`src/hdl/b64d_pkg.sv`:
```
package b64d_pkg;

  localparam logic [7:0] PAD_CHAR   = 8'd61;   // '='
  localparam logic [7:0] DASH_CHAR  = 8'd45;   // '-'
  localparam logic [7:0] UNDER_CHAR = 8'd95;   // '_'
  localparam logic [6:0] NO_VALUE   = 7'd64;

  typedef enum logic [1:0] {
    STAT_OK       = 2'd0,
    STAT_BAD_CHAR = 2'd1,
    STAT_BAD_LEN  = 2'd2
  } status_t;

  typedef struct packed {
    logic [1:0] pos;    // characters seen, mod 4
    logic [5:0] left;   // undelivered bits
    logic [1:0] pad;    // '=' accepted so far
    status_t    err;    // first error of the string
  } dec_state_t;

  typedef struct packed {
    logic [7:0] data_byte;
    logic       has_byte;
    logic       eos;
    status_t    status;
  } dec_result_t;

  // base64url alphabet lookup; NO_VALUE for anything outside it
  function automatic logic [6:0] sextet_of(input logic [7:0] ch);
    logic [6:0] v;
    v = NO_VALUE;
    if (ch >= 8'd65 && ch <= 8'd90)        v = 7'(ch - 8'd65);
    else if (ch >= 8'd97 && ch <= 8'd122)  v = 7'(ch - 8'd71);
    else if (ch >= 8'd48 && ch <= 8'd57)   v = 7'(ch + 8'd4);
    else if (ch == DASH_CHAR)              v = 7'd62;
    else if (ch == UNDER_CHAR)             v = 7'd63;
    return v;
  endfunction

endpackage

```
`src/hdl/b64d_step.sv`:
```
module b64d_step
  import b64d_pkg::*;
(
  input  dec_state_t  cur,
  input  logic [7:0]  in_char,
  input  logic        is_last,
  output dec_state_t  nxt,
  output dec_result_t res,
  output logic        emit
);

  logic [6:0] v;
  logic       is_pad;
  logic       have;
  logic [7:0] byte_val;
  status_t    err_n;
  logic [5:0] left_n;
  logic [1:0] pad_n;

  always_comb begin
    v        = sextet_of(in_char);
    is_pad   = (in_char == PAD_CHAR);
    have     = 1'b0;
    byte_val = '0;
    err_n    = cur.err;
    left_n   = cur.left;
    pad_n    = cur.pad;

    if (is_pad) begin
      if (cur.pos == 2'd2 && !is_last && cur.pad == 2'd0) begin
        pad_n = 2'd1;
      end else if (cur.pos == 2'd3 && is_last && cur.pad <= 2'd1) begin
        pad_n = cur.pad + 2'd1;
      end else if (cur.err == STAT_OK) begin
        err_n = STAT_BAD_CHAR;
      end
    end else if (v == NO_VALUE || cur.pad != 2'd0) begin
      if (cur.err == STAT_OK) err_n = STAT_BAD_CHAR;
    end else begin
      case (cur.pos)
        2'd0: begin
          left_n = v[5:0];
        end
        2'd1: begin
          byte_val = {cur.left, v[5:4]};
          left_n   = {2'b00, v[3:0]};
          have     = 1'b1;
        end
        2'd2: begin
          byte_val = {cur.left[3:0], v[5:2]};
          left_n   = {4'b0000, v[1:0]};
          have     = 1'b1;
        end
        default: begin
          byte_val = {cur.left[1:0], v[5:0]};
          left_n   = '0;
          have     = 1'b1;
        end
      endcase
      // lone data char in the final group
      if (is_last && cur.pos == 2'd0 && cur.err == STAT_OK) err_n = STAT_BAD_LEN;
    end

    if (is_last) begin
      nxt = '{pos: 2'd0, left: 6'd0, pad: 2'd0, err: STAT_OK};
    end else begin
      nxt = '{pos: cur.pos + 2'd1, left: left_n, pad: pad_n, err: err_n};
    end

    res.data_byte = byte_val;
    res.has_byte  = have;
    res.eos       = is_last;
    res.status    = is_last ? err_n : STAT_OK;
    emit          = have | is_last;
  end

endmodule

```
`src/hdl/base64url_stream_decoder_core.sv`:
```
// Channel | Dir | tdata                           | tuser    | tlast
// in_     | in  | [7:0] in_char                   | -        | is_last
// out_    | out | [7:0] data_byte, [9:8] status   | has_byte | end_of_stream
//
// One character per cycle sustained while the output is not stalled: input register,
// one pass of decode logic against the state register, then the result register.
// rst_n is synchronous, active low; it clears the decode state and both valids.
// A stalled output holds the result and backs up into the input register;
// characters that produce no result still wait for a free result slot.
module base64url_stream_decoder_core
  import b64d_pkg::*;
(
  input  logic        clk,
  input  logic        rst_n,
  input  logic        in_tvalid,
  output logic        in_tready,
  input  logic [7:0]  in_tdata,   // [7:0] in_char
  input  logic        in_tlast,   // is_last
  output logic        out_tvalid,
  input  logic        out_tready,
  output logic [15:0] out_tdata,  // [7:0] data_byte, [9:8] status, [15:10] zero
  output logic        out_tuser,  // has_byte
  output logic        out_tlast   // end_of_stream
);

  logic        in_valid_r;
  logic [7:0]  in_char_r;
  logic        in_last_r;
  dec_state_t  state_r, state_nxt;
  dec_result_t res;
  logic        emit;
  logic        out_free;
  logic        step_go;
  logic        out_valid_r;
  dec_result_t out_res_r;

  assign out_free  = !out_valid_r || out_tready;
  assign step_go   = in_valid_r && out_free;
  assign in_tready = !in_valid_r || step_go;

  b64d_step u_step (
    .cur     (state_r),
    .in_char (in_char_r),
    .is_last (in_last_r),
    .nxt     (state_nxt),
    .res     (res),
    .emit    (emit)
  );

  always_ff @(posedge clk) begin
    if (!rst_n) begin
      in_valid_r  <= 1'b0;
      out_valid_r <= 1'b0;
      state_r     <= '{pos: 2'd0, left: 6'd0, pad: 2'd0, err: STAT_OK};
    end else begin
      if (in_tready) in_valid_r <= in_tvalid;
      if (step_go) state_r <= state_nxt;
      if (out_free) out_valid_r <= step_go && emit;
    end
  end

  always_ff @(posedge clk) begin
    if (in_tvalid && in_tready) begin
      in_char_r <= in_tdata;
      in_last_r <= in_tlast;
    end
    if (step_go && emit) out_res_r <= res;
  end

  assign out_tvalid = out_valid_r;
  assign out_tdata  = {6'd0, out_res_r.status, out_res_r.data_byte};
  assign out_tuser  = out_res_r.has_byte;
  assign out_tlast  = out_res_r.eos;

  // a result that does not close the string always carries a byte
  a_mid_has_byte: assert property (@(posedge clk) disable iff (!rst_n)
    out_valid_r && !out_res_r.eos |-> out_res_r.has_byte)
    else $error("non-final result without byte");

  // status only reported on the final result
  a_status_on_end: assert property (@(posedge clk) disable iff (!rst_n)
    out_valid_r && !out_res_r.eos |-> out_res_r.status == STAT_OK)
    else $error("status set before end of stream");

  // state clears once the last character is processed
  a_clear_after_last: assert property (@(posedge clk) disable iff (!rst_n)
    $past(rst_n) && $past(step_go && in_last_r) |-> state_r.pos == 2'd0 &&
      state_r.pad == 2'd0 && state_r.err == STAT_OK)
    else $error("state not cleared after last character");

  // an accepted '=' on a clean string can only leave the group at position three;
  // anything after it but a closing '=' flags a bad character
  a_pad_position: assert property (@(posedge clk) disable iff (!rst_n)
    state_r.pad != 2'd0 && state_r.err == STAT_OK |-> state_r.pos == 2'd3)
    else $error("pad count outside final group position");

endmodule
```
`config.mk`:
```
export PLATFORM = sky130hd
export DESIGN_NAME = base64url_stream_decoder_core
export DESIGN_NICKNAME = d
export VERILOG_FILES = /design/src/hdl/b64d_pkg.sv /design/src/hdl/b64d_step.sv /design/src/hdl/base64url_stream_decoder_core.sv
export SDC_FILE = /design/constraint.sdc
export NUM_CORES = 1
export LEC_CHECK = 0
export ABC_CLOCK_PERIOD_IN_PS = 3200
export BUFFER_PORTS_ARGS = -buffer_cell sky130_fd_sc_hd__buf_4
export CAP_MARGIN = 20
export CORE_MARGIN = 2
export CORE_UTILIZATION = 40
export DETAILED_ROUTE_END_ITERATION = 10
export PLACE_DENSITY = 0.63
export SLEW_MARGIN = 20
export SYNTH_ARGS = -nofsm -noshare
export SYNTH_HDL_FRONTEND = slang
export SYNTH_SLANG_ARGS = --single-unit
```
`constraint.sdc`:
```
create_clock -name clk -period 3.2 [get_ports clk]
set_input_delay 0.16 -clock clk [delete_from_list [all_inputs] [get_ports clk]]
set_output_delay 0.16 -clock clk [all_outputs]
set_load 0.02 [all_outputs]
```
==> results.md, run 1 <==
- Status: finished clean
- Worst setup path category: reg2reg
- Setup TNS: 0 ps
- I/O pin total: 33
- Buf+Inv Stages, Crit Path: 3
- CP Launch Type: flip-flop
- Hold_buf cts: 0
- Yosys reg bits: 35
- CP max-delay cell: edfxtp_1
- Drt first-iter violations: 66
- Crit path DAT: 2670 ps
- P_int: 707 uW
- DR vias: 1680
- Skew final: around 7.5 ps
- Number of vias per cell: 5.23
- Final worst slack: approximately 520 ps
- Top cell type's share of synthesized area: 29.1%
- CTS sink cnt: 35
- Die width: 77.6 um
- Post-synth cell types: 54
- CP Depth: 10
- WHS Endpoint: in_last_r
- Power Total: 954 uW
- Synth-to-Final Area Change: 14.0%
- Post-DP HPWL: ~3100 um
- Min-Delay Path Class: in2reg
- Routed len/inst: 13.1 um
- Pwr Density: 386 nW/um^2
- Sequential share of power: a little over half
- Core ar.: approximately 5200 um^2
- Cell chain of the critical path: inv_1 -> ha_1 -> nor2b_1 -> o21ai_1 -> a21oi_1 -> o211ai_2 -> a21boi_2 -> buf_4 -> nor2_1 -> buf_4
- Clock root buffer: clkbuf_8
- Clock Tree Buf Depth: 2
- Dominant cells by area after synthesis: edfxtp_1, dfxtp_1, ha_1, mux2i_1, nor2_1
- Relative slew slack: 67.3%
- All-Layer GR Usage: 15.3%
- Number of cell rows: 26
- Worst EP required: approximately 3200 ps
- Sequential element share of the synthesized area: 42.0%
- Die Ht: 77.6 um
- Sw frac: 25.8%
- Crit path largest cell delay: 510 ps
- Combinational share of power: 14.9%
- Most frequent cell after synthesis: nor2_1
- Hold_ws: ~47 ps
- Fin crit share: between 80% and 90%
- Total net switching power: 247 uW
- Layout cells sized above 1: 17.9%
- DRC: 0
- Fmax: 0.374 GHz
- Post-synth EDFFs: 21
- Cell area after layout: ~2500 um^2
- Syn avg cell area: 9.64 um^2
- R2R Path End: out_tdata[0]
- Cells after Synth: 225
- Min cycle time layout: 2680 ps
- Final Hold Fails: 0
- Die area: 6030 um^2
- Max VDD drop: 244 uV
- Vias in the first global route: 1578
- FFs w/ async S/R, synth: 0%
- CP Max Fanout: 8
- Nets: 277
- Initial antenna violation count: 0
- Worst slew pin tran: around 480 ps
- Gp weighted congestion: 0.902
- Post-place instance area: 2390 um^2
- Cell accounting for the most synthesized area: edfxtp_1
- Endpoints failing setup: 0
- Pre-CTS setup slack: ~550 ps
- CTS H-Tree Depth: 2
- Initial Util: a little over two fifths
- Non-Filler Instances: about 320
- Max Cap Viol: 0
- Leak: between 0.9 and 1 nW
- Main synth FF type: edfxtp_1
- Grt total ovfl: 0
- Largest net degree at the start of global routing: 19
- Clock-pin slew on the worst setup and hold paths: roughly 70 ps
- # diodes: 0
- Final slew viol count: 0
- Crit path max-delay family: compound AO/OA/AOI/OAI gates
- CTS tree: yes
- Total wire length: 4220 um
- RSZ-0062 raised after global routing: false
- Hold path depth: 1
- YS warnings: 0
- I/O Buffers: 26
- Crit-path most repeated cell: buf_4
- Inst Count DP: approximately 310
- Skew-Pair Late Insertion Delay: 280 ps
- First-pass GRT wire length: 7310 um
- RR Startpoint: in_char_r[1]
- Final Util: 47.8%
- R2R Setup Slk: 520 ps
- Cell Area, Synth: 2170 um^2
- CTS resizes: 0
- Buffer count from post-CTS setup fixing: 0
- Synth top cells by count: nor2_1, edfxtp_1, nand2_1
- Total iterations of the first detailed-routing run: 4
- Post-route ant nets: 0
- Clock power share: 31.5%
- Number of buffers created by CTS: 5
- Hold path start: in_tlast
- Crit. End Element: flip-flop
- FF-to-FF path depth: 10
==> worst max path at each step <==
stage	startpoint	to
2_1_floorplan	in_char_r[2]	out_tdata[0]
3_3_place_gp	in_char_r[1]	out_tdata[1]
3_5_place_dp	in_char_r[2]	out_tdata[0]
4_1_cts	in_char_r[1]	out_tdata[0]
5_1_grt	in_char_r[1]	out_tdata[0]
6_report	in_char_r[1]	out_tdata[0]
==> power by group through the flow <==
stage / clock network, mW / logic [mW] / registers [mW]
after floorplan: 0 / 0.102 / 0.522
after global routing: 0.333 / 0.156 / 0.514
after CTS: 0.312 / 0.142 / 0.511
after global placement: 0 / 0.142 / 0.521
final: 0.301 / 0.142 / 0.511
after detailed placement: 0 / 0.141 / 0.521
==> layout make-up <==
cell class                      instances  area, um^2
Fill cell                             482        2700
Inverter                               13        48.8
Clock buffer                            8        80.1
Timing Repair Buffer                   29         218
Tap cell                               70        87.6
Sequential cell                        35         911
Multi-Input combinational cell        166        1130
==> cell families (layout without fill, tap and decap cells) <==
kind of cell | count (synthesis) | count (layout) | share of synthesized area (%)
buffers and inverters | 29 | 50 | 6.86
flip-flops | 35 | 35 | 42.0
AND/OR/NAND/NOR | 85 | 85 | 20.3
multiplexers | 11 | 11 | 5.08
adder cells (fa/ha/maj) | 14 | 14 | 8.07
AO/OA/AOI/OAI | 47 | 47 | 16.3
other | 1 | 6 | 0.173
XOR/XNOR | 3 | 3 | 1.21
==> worst register-to-register path, stage by stage (launching register included) <==
cell and delay (ps):
edfxtp_1 510, inv_1 160, ha_1 280, nor2b_1 70, o21ai_1 370, a21oi_1 150, o211ai_2 260, a21boi_2 80
buf_4 180, nor2_1 130, buf_4 180
==> layer usage <==
| layer | wire, um | track usage (%) |
|---|---|---|
| met1 | 1920 | 19.0 |
| met2 | 2000 | 24.2 |
| met3 | 216 | 4.42 |
| met4 | 86 | 7.68 |
| met5 | 0 | 0 |
==> flip-flops by register name (all words and copies together), names as in the netlist <==
signal and cells:
in_char_r 8, in_last_r 1, in_valid_r 1, out_tdata 10, out_tlast 1, out_tuser 1, out_tvalid 1, state_r 12
==> cell usage in the layout, fill, tap and decap left out, types with 5 or more instances in the layout <==
master     n
buf_4     29
nor2_1    24
nand2_1   21
edfxtp_1  21
ha_1      14
dfxtp_1   14
inv_1     12
a21oi_1   11
mux2i_1   11
nor2b_1    9
nor3_1     8
a221oi_1   6
conb_1     6
o211ai_1   5
clkbuf_8   5
No activity file was read; power rests on OpenSTA's default activity.
==> inputs of run 2 (changes only) <==
- ABC_CLOCK_PERIOD_IN_PS: 3200 -> 2680
- clock period: 3.2 -> 2.68 ns (I/O delays scaled with it)
==> run 2 against run 1 <==
  * Cell count grew 0.93%
  * Die area is the same
  * Total power grew 22%
  * Maximum frequency grew 9.0%
  * Routed wire length grew 1.2%
  * Clock-buffer cell count shrank 1
  * Worst setup slack lost 300 ps
  * Non-clock buffer count grew 3
  * Sequential cell count is the same
  * Sequential share of layout area shrank 0.51 points
  * Utilization grew 0.68 points
==> results.md, run 2 (synthesis gave the netlist of run 1 again) <==
- Total wire length: 4270 um
- Post-DP HPWL: 3220 um
- Drt first-iter violations: 69
- Most common cell after layout, fill and taps aside: buf_4
- Number of buffers created by CTS: 5
- Crit. End Element: flip-flop
- Hold path start: in_tdata[3]
- Largest net degree at the start of global routing: 19
- Min cycle time layout: 2460 ps
- FF-to-FF path depth: 8
- R2R Setup Slk: 220 ps
- Total iterations of the first detailed-routing run: 4
- Sequential share of power: 52.2%
- # diodes: 0
- CTS resizes: 0
- Worst setup path category: reg2reg
- Fmax: between 0.4 and 0.5 GHz
- Total net switching power: ~300 uW
- Hold_buf cts: 0
- CP Launch Type: flip-flop
- Vias in the first global route: around 1500
- CP Max Fanout: 7
- Max Cap Viol: 0
- Skew final: between 2 and 3 ps
- Sw frac: 25.4%
- RR Startpoint: in_char_r[2]
- Clock Tree Buf Depth: 2
- CTS sink cnt: 35
- Initial Util: 41.9%
- Clock power share: 32.8%
- Combinational share of power: 15.1%
- I/O pin total: 33
- I/O Buffers: 26
- Min-Delay Path Class: in2reg
- R2R Path End: out_tdata[1]
- Skew-Pair Late Insertion Delay: roughly 280 ps
- Die area: 6030 um^2
- Layout cells sized above 1: 19.7%
- Worst EP required: 2770 ps
- Post-route ant nets: 0
- Leak: 0.986 nW
- CTS tree: yes
- Final Hold Fails: 0
- Crit path DAT: between 2000 and 3000 ps
- WHS Endpoint: in_char_r[3]
- DRC: 0
- Routed len/inst: 13.2 um
- Fin crit share: 91.6%
- Biggest register: state_r
- Initial antenna violation count: 0
- Nets: 280
- Clock root buffer: clkbuf_8
- Max VDD drop: approximately 330 uV
- Max FFs per register: 12
- DR vias: 1648
- Hold path depth: 1
- Buffer count from post-CTS setup fixing: 0
- Synth-to-Final Area Change: 15.6%
- Grt total ovfl: 0
- Status: finished clean
- P_int: 869 uW
- First-pass GRT wire length: 7100 um
- Core ar.: 5170 um^2
- Number of cell rows: 26
- Gp weighted congestion: 0.884
- Die Ht: slightly below 80 um
- CTS H-Tree Depth: 2
- Die width: around 78 um
- Setup TNS: 0 ps
- Commonest non-fill, non-tap cells in the layout: buf_4, nor2_1, nand2_1, edfxtp_1
- Final Util: between 40% and 50%
- Endpoints failing setup: 0
- All-Layer GR Usage: roughly 15%
- Number of vias per cell: a little over 5
- Final slew viol count: 0
- Hold_ws: 27.9 ps
- RSZ-0062 raised after global routing: false
- Pwr Density: 465 nW/um^2
- Clock-pin slew on the worst setup and hold paths: 70 ps
run 2: cell count changes in the layout (fill, tap and decap cells not counted), sizes merged:
cell	before	now
buf	29	32
clkbuf	8	7
clkinv	1	2
run 2: how the worst max path moves through the flow:
stage	cells after the start	slack (ps)	end	startpoint
3_3_place_gp	7	300	out_tdata[0]	in_char_r[0]
2_1_floorplan	9	200	out_tdata[0]	in_char_r[2]
6_report	8	220	out_tdata[1]	in_char_r[2]
3_5_place_dp	7	280	out_tdata[0]	in_char_r[0]
5_1_grt	8	50	out_tdata[0]	in_char_r[2]
4_1_cts	7	260	out_tdata[0]	in_char_r[0]
run 2: power groups by stage:
stage	Combinational, mW	Sequential, mW	Clock (mW)
global route	0.192	0.611	0.419
global placement	0.172	0.621	0
CTS	0.172	0.609	0.393
detailed placement	0.171	0.621	0
finish	0.176	0.608	0.382
floorplan	0.122	0.623	0
run 2: metal layers:
metal  global-route usage (%)  share of wire (%)  up-vias  routed length, um
met3                     3.49                4.8        4                207
met5                        0                  0        -                  0
met4                     5.36                1.1        0                 48
met1                     19.4                 47      744               1990
li1                         -                  -      850                  -
met2                     23.4                 47       50               2020
run 2: cell type report:
cell class | count | area [um^2]
inverters | 13 | 48.8
fillers | 502 | 2660
well taps | 70 | 87.6
clock buffers | 7 | 86.3
repair buffers | 32 | 240
multi-input cells | 166 | 1130
clock inverters | 1 | 3.75
flip-flops and latches | 35 | 911
run 2: critical path, cell delays in order, from the launching register on:
cell and delay [ps]:
edfxtp_1 480, inv_1 180, ha_1 250, a21oi_1 90, a311o_1 380, and2_1 220
a22oi_2 260, a221oi_1 140, nor3_1 270
run 2: metrics by stage:
stage / area, um^2 / setup WS (ps) / power (mW) / instances
finish: 2510 / 224 / 1.17 / 324
global route: 2510 / 50.8 / 1.22 / 324
CTS: 2490 / 263 / 1.18 / 322
detailed placement: 2400 / 277 / 0.793 / 314
global placement: 2400 / 296 / 0.793 / 314
floorplan: 2190 / 200 / 0.745 / 230
